`src/sv/zbtsc_fifo.sv`:
```
`timescale 1ns / 1ps
`default_nettype none
module zbtsc_fifo #(
    parameter type T = logic,
    parameter int DEPTH = 2
) (
    input  wire logic clk,
    input  wire logic rst_n,
    input  wire logic wr_en,
    input  wire T     wr_data,
    output logic      full,
    input  wire logic rd_en,
    output T          rd_data,
    output logic      empty
);
    localparam int AW = (DEPTH > 1) ? $clog2(DEPTH) : 1;
    localparam int CW = $clog2(DEPTH + 1);

    T              store_reg [DEPTH];
    logic [AW-1:0] wr_ptr_reg, wr_ptr_next;
    logic [AW-1:0] rd_ptr_reg, rd_ptr_next;
    logic [CW-1:0] count_reg, count_next;
    logic          do_wr, do_rd;

    assign full    = (count_reg == CW'(DEPTH));
    assign empty   = (count_reg == '0);
    assign do_wr   = wr_en && !full;
    assign do_rd   = rd_en && !empty;
    assign rd_data = store_reg[rd_ptr_reg];

    always_comb
    begin
        wr_ptr_next = wr_ptr_reg;
        rd_ptr_next = rd_ptr_reg;
        count_next  = count_reg;
        if (do_wr)
        begin
            wr_ptr_next = (wr_ptr_reg == AW'(DEPTH - 1)) ? '0 : wr_ptr_reg + 1'b1;
        end
        if (do_rd)
        begin
            rd_ptr_next = (rd_ptr_reg == AW'(DEPTH - 1)) ? '0 : rd_ptr_reg + 1'b1;
        end
        if (do_wr && !do_rd)
        begin
            count_next = count_reg + 1'b1;
        end
        else if (do_rd && !do_wr)
        begin
            count_next = count_reg - 1'b1;
        end
    end

    always_ff @(posedge clk or negedge rst_n)
    begin
        if (!rst_n)
        begin
            wr_ptr_reg <= '0;
            rd_ptr_reg <= '0;
            count_reg  <= '0;
        end
        else
        begin
            wr_ptr_reg <= wr_ptr_next;
            rd_ptr_reg <= rd_ptr_next;
            count_reg  <= count_next;
        end
    end

    always_ff @(posedge clk)
    begin
        if (do_wr)
        begin
            store_reg[wr_ptr_reg] <= wr_data;
        end
    end

endmodule
`default_nettype wire

```
`config.mk`:
```
export PLATFORM = sky130hd
export DESIGN_NAME = zbtsc_fifo
export DESIGN_NICKNAME = d
export VERILOG_FILES = /design/src/sv/zbtsc_fifo.sv
export SDC_FILE = /design/constraint.sdc
export NUM_CORES = 1
export LEC_CHECK = 0
export ABC_AREA = 1
export ABC_CLOCK_PERIOD_IN_PS = 2100
export BUFFER_PORTS_ARGS = -buffer_cell sky130_fd_sc_hd__buf_2
export CORE_AREA = 2 2 39 41
export CTS_CLUSTER_DIAMETER = 50
export DETAILED_ROUTE_END_ITERATION = 7
export DIE_AREA = 0 0 41 43
export PLACE_DENSITY = 0.48
export SETUP_SLACK_MARGIN = 0.2
export SKIP_CTS_REPAIR_TIMING = 1
export SLEW_MARGIN = 25
export SYNTH_ARGS = -nofsm -noshare
export SYNTH_HDL_FRONTEND = slang
export SYNTH_SLANG_ARGS = --single-unit
```
`constraint.sdc`:
```
create_clock -name clk -period 2.1 [get_ports clk]
set_clock_uncertainty 0.15 [all_clocks]
set_input_delay 0.21 -clock clk [delete_from_list [all_inputs] [get_ports clk]]
set_output_delay 0.21 -clock clk [all_outputs]
set_load 0.01 [all_outputs]
```
==> impl_summary.log <==
INFO  metric critPathRequiredTime = 2.08 ns
INFO  metric crit_path_start_kind = register
INFO  metric clk_root_buffer_cell = clkbuf_4
INFO  metric floorplan.initialDensity = about 22%
INFO  metric cts.clk_slew.worst_paths = about 0.05 ns
INFO  metric avgViaCountPerCell = between 3 and 4
INFO  metric portBuffers = 7
INFO  metric switching_power = 212 uW
INFO  metric tns_setup = 0 ns
INFO  metric post-route-drc-count = 0
INFO  metric netlist_instances = 37
INFO  metric run_status = finished, final reports clean
INFO  metric die-area = between 1500 and 2000 sq um
INFO  metric slew_viol_final = 0
INFO  metric ant_nets = 0
INFO  metric power-per-cell-area = 1400 nW/um^2
INFO  metric layout.cells.non_filler = 65
INFO  metric switching_share = between 30% and 40%
INFO  metric finish.instance_area = 397 sq um
INFO  metric max_stage_delay = around 0.45 ns
INFO  metric clk_latency = around 0.24 ns
INFO  metric synth_top_cell_area_share = 32.8%
INFO  metric arrival = 1.55 ns
INFO  metric comb_power_share = 40.6%
INFO  metric post-dp-hpwl = 403 um
INFO  metric syn_to_final_growth = 29.9%
INFO  metric avgSynthCellArea = roughly 8.3 sq um
INFO  metric place.detailed.instances = 60
INFO  metric tritoncts = yes
INFO  metric cts-root-to-sink-buffers = 2
INFO  metric total_area_of_multi_input_combinational_cells = 115 sq um
INFO  metric power.leakage = about 0.00022 uW
INFO  metric grt_pass1_vias = 230
INFO  metric grt_usage = 7.79%
INFO  metric clkSinkCount = 6
INFO  metric placeableCoreArea = 1380 sq um
INFO  metric period_minus_slack = between 1.5 and 2 ns
INFO  metric postSynthNetCount = 43
INFO  metric criticalPathCategory = reg2reg
INFO  metric most_common_cell_after_layout_fill_and_taps_aside = nand2_1
INFO  metric routabilityCongestion = 0.750
INFO  metric synth_sequential_area_ratio = 52.5%
INFO  metric final_routed_wirelength = ~500 um
INFO  metric max_capacitance_violation_count = 0
INFO  metric drtIter0Drc = 5
INFO  metric detailed_place.area = between 300 and 400 sq um
INFO  metric final_layout_size_suffix_gt1_share = around a quarter
INFO  metric clock_buffers_created_by_tritoncts = 3
INFO  metric power.clock.fraction = 20.2%
INFO  metric internal_dissipation = 342 uW
INFO  metric worst_path_most_repeated_cell = nand2_1
INFO  metric grt_setup_unrepaired = false
INFO  metric total_count_of_hold_check_failures_in_the_final_report = 0
INFO  metric worstSetupEndpointType = register
INFO  metric worst_hold_path_type = in2reg
INFO  metric layout_worst_path_cycle_share = about three quarters
INFO  metric synth.cell_area = 305 sq um
INFO  metric fmax = 635 MHz
INFO  metric worst_ir_drop_vdd = 0.000481 V
INFO  metric area_taken_by_flip_flops_and_latches = 160 sq um
INFO  metric postSynthRegisterBits = 6
INFO  metric first_pass_grt_wire_length = ~830 um
INFO  metric n_fill_cell = 154
INFO  metric floorplan.die.width = 41 um
INFO  metric ys_warn_count = 0
INFO  metric drt_pre_antenna_iters = 4
INFO  metric grt_max_degree = 8
INFO  metric synth.lib_cells_used.distinct = 12
INFO  metric routedWlPerCell = 7.65 um
INFO  metric layout_common_cells = 12 x nand2_1, 8 x inv_1, 7 x buf_2, 4 x dfrtp_1, 3 x clkbuf_4
INFO  metric slowest_stage = dfrtp_1
INFO  metric diodes = 0
INFO  metric grt_overflow = 0
INFO  metric synth_largest_area_cell = dfrtp_1
INFO  metric grt_antenna_before_repair = 0
INFO  metric ios = 8
INFO  metric slew_headroom = 80.5%
INFO  metric setup_violations = 0
INFO  metric htree_num_levels = 1
INFO  metric fin_nets = 56
INFO  metric vias = 243
INFO  metric worstPathCellList = o21ai_0 -> ha_1 -> inv_1 -> nand3_1 -> nand2_1 -> nand2_1
INFO  metric num_rows = 14
INFO  metric power_frac_seq = 39.2%
INFO  metric dieHeight = between 40 and 50 um
INFO  metric timing_worst_slew_pin_value = 0.289 ns
INFO  metric critPathMaxFanout = 7
INFO  metric cells_taking_the_most_area_after_synthesis = dfrtp_1 33%, edfxtp_1 20%, nand2_1 15%
metal layers:
layer  wire, um  vias to the layer above  GRT usage [%]
met5          0                        -              0
met3         36                        0           1.57
met4          0                        0           10.0
li1           -                      136              -
met2        236                        7           10.0
met1        224                      100           8.91
logic make-up (layout without fill, tap and decap cells):
kind of cell / count (synthesis) / in the layout / synth area share (%)
buffers and inverters: 8 / 20 / 9.84
and+or+nand+nor: 19 / 19 / 27.5
DFF: 6 / 6 / 52.5
AOI/OAI and AO/OA: 2 / 2 / 3.28
xor gates and xnor gates: 1 / 1 / 2.87
adders and majority gates: 1 / 1 / 4.10
layout make-up:
class                   instances  share of cell area [%]
flip-flops and latches          6                    40.4
multi-input cells              23                    29.0
repair buffers                  8                    11.4
inverters                       8                    7.57
well taps                      16                    5.05
clock buffers                   4                    6.62
path summary, 6_finish.rpt:
kind,from,end,slack (ns),cells past startpoint
min in group asynchronous,rst_n,wr_ptr_reg$_DFFE_PN0N_,0.15,2
worst min-delay path,wr_data,store_reg[1]$_DFFE_PP_,0.01,1
max in group asynchronous,rst_n,count_reg[0]$_DFFE_PN0P_,1.53,2
worst max register to register,count_reg[0]$_DFFE_PN0P_,count_reg[1]$_DFFE_PN0P_,0.52,6
worst max-delay path,count_reg[0]$_DFFE_PN0P_,count_reg[1]$_DFFE_PN0P_,0.52,6
worst min register to register,wr_ptr_reg$_DFFE_PN0N_,wr_ptr_reg$_DFFE_PN0N_,0.34,2
worst max-delay path, delay by kind of cell, from the launching register on:
kind	cells	cell delay, ns
buffers and inverters	1	0.08
adders and majority gates	1	0.31
and+or+nand+nor	3	0.19
DFF	1	0.45
AOI/OAI and AO/OA	1	0.29
Yosys cell counts:
library cell   n
xnor2_1        1
nor2_1         2
inv_1          8
nand4_1        1
edfxtp_1       2
nand3_1        1
nand2_1       12
nand3b_1       1
dfrtp_1        4
o21ai_0        2
nor2_2         2
ha_1           1
stage by stage:
stage / total power [uW] / setup slack, ns / hold slack, ns / utilization [%]
2_1_floorplan: 379 / 0.639 / -0.236 / -
5_1_grt: 624 / 0.371 / 0.0000811 / 28.7
6_report: 555 / 0.524 / 0.00956 / 28.7
3_5_place_dp: 447 / 0.506 / -0.134 / 26.0
4_1_cts: 562 / 0.497 / -0.398 / 27.9
3_3_place_gp: 445 / 0.526 / -0.133 / 26.0
power groups by stage:
stage / sequential, uW / clock (uW) / combinational [uW]
finish: 217 / 112 / 225
global route: 226 / 129 / 269
CTS: 217 / 117 / 228
detailed placement: 219 / 0 / 227
global placement: 220 / 0 / 224
floorplan: 208 / 0 / 172
(Power assumes the default switching activity.)
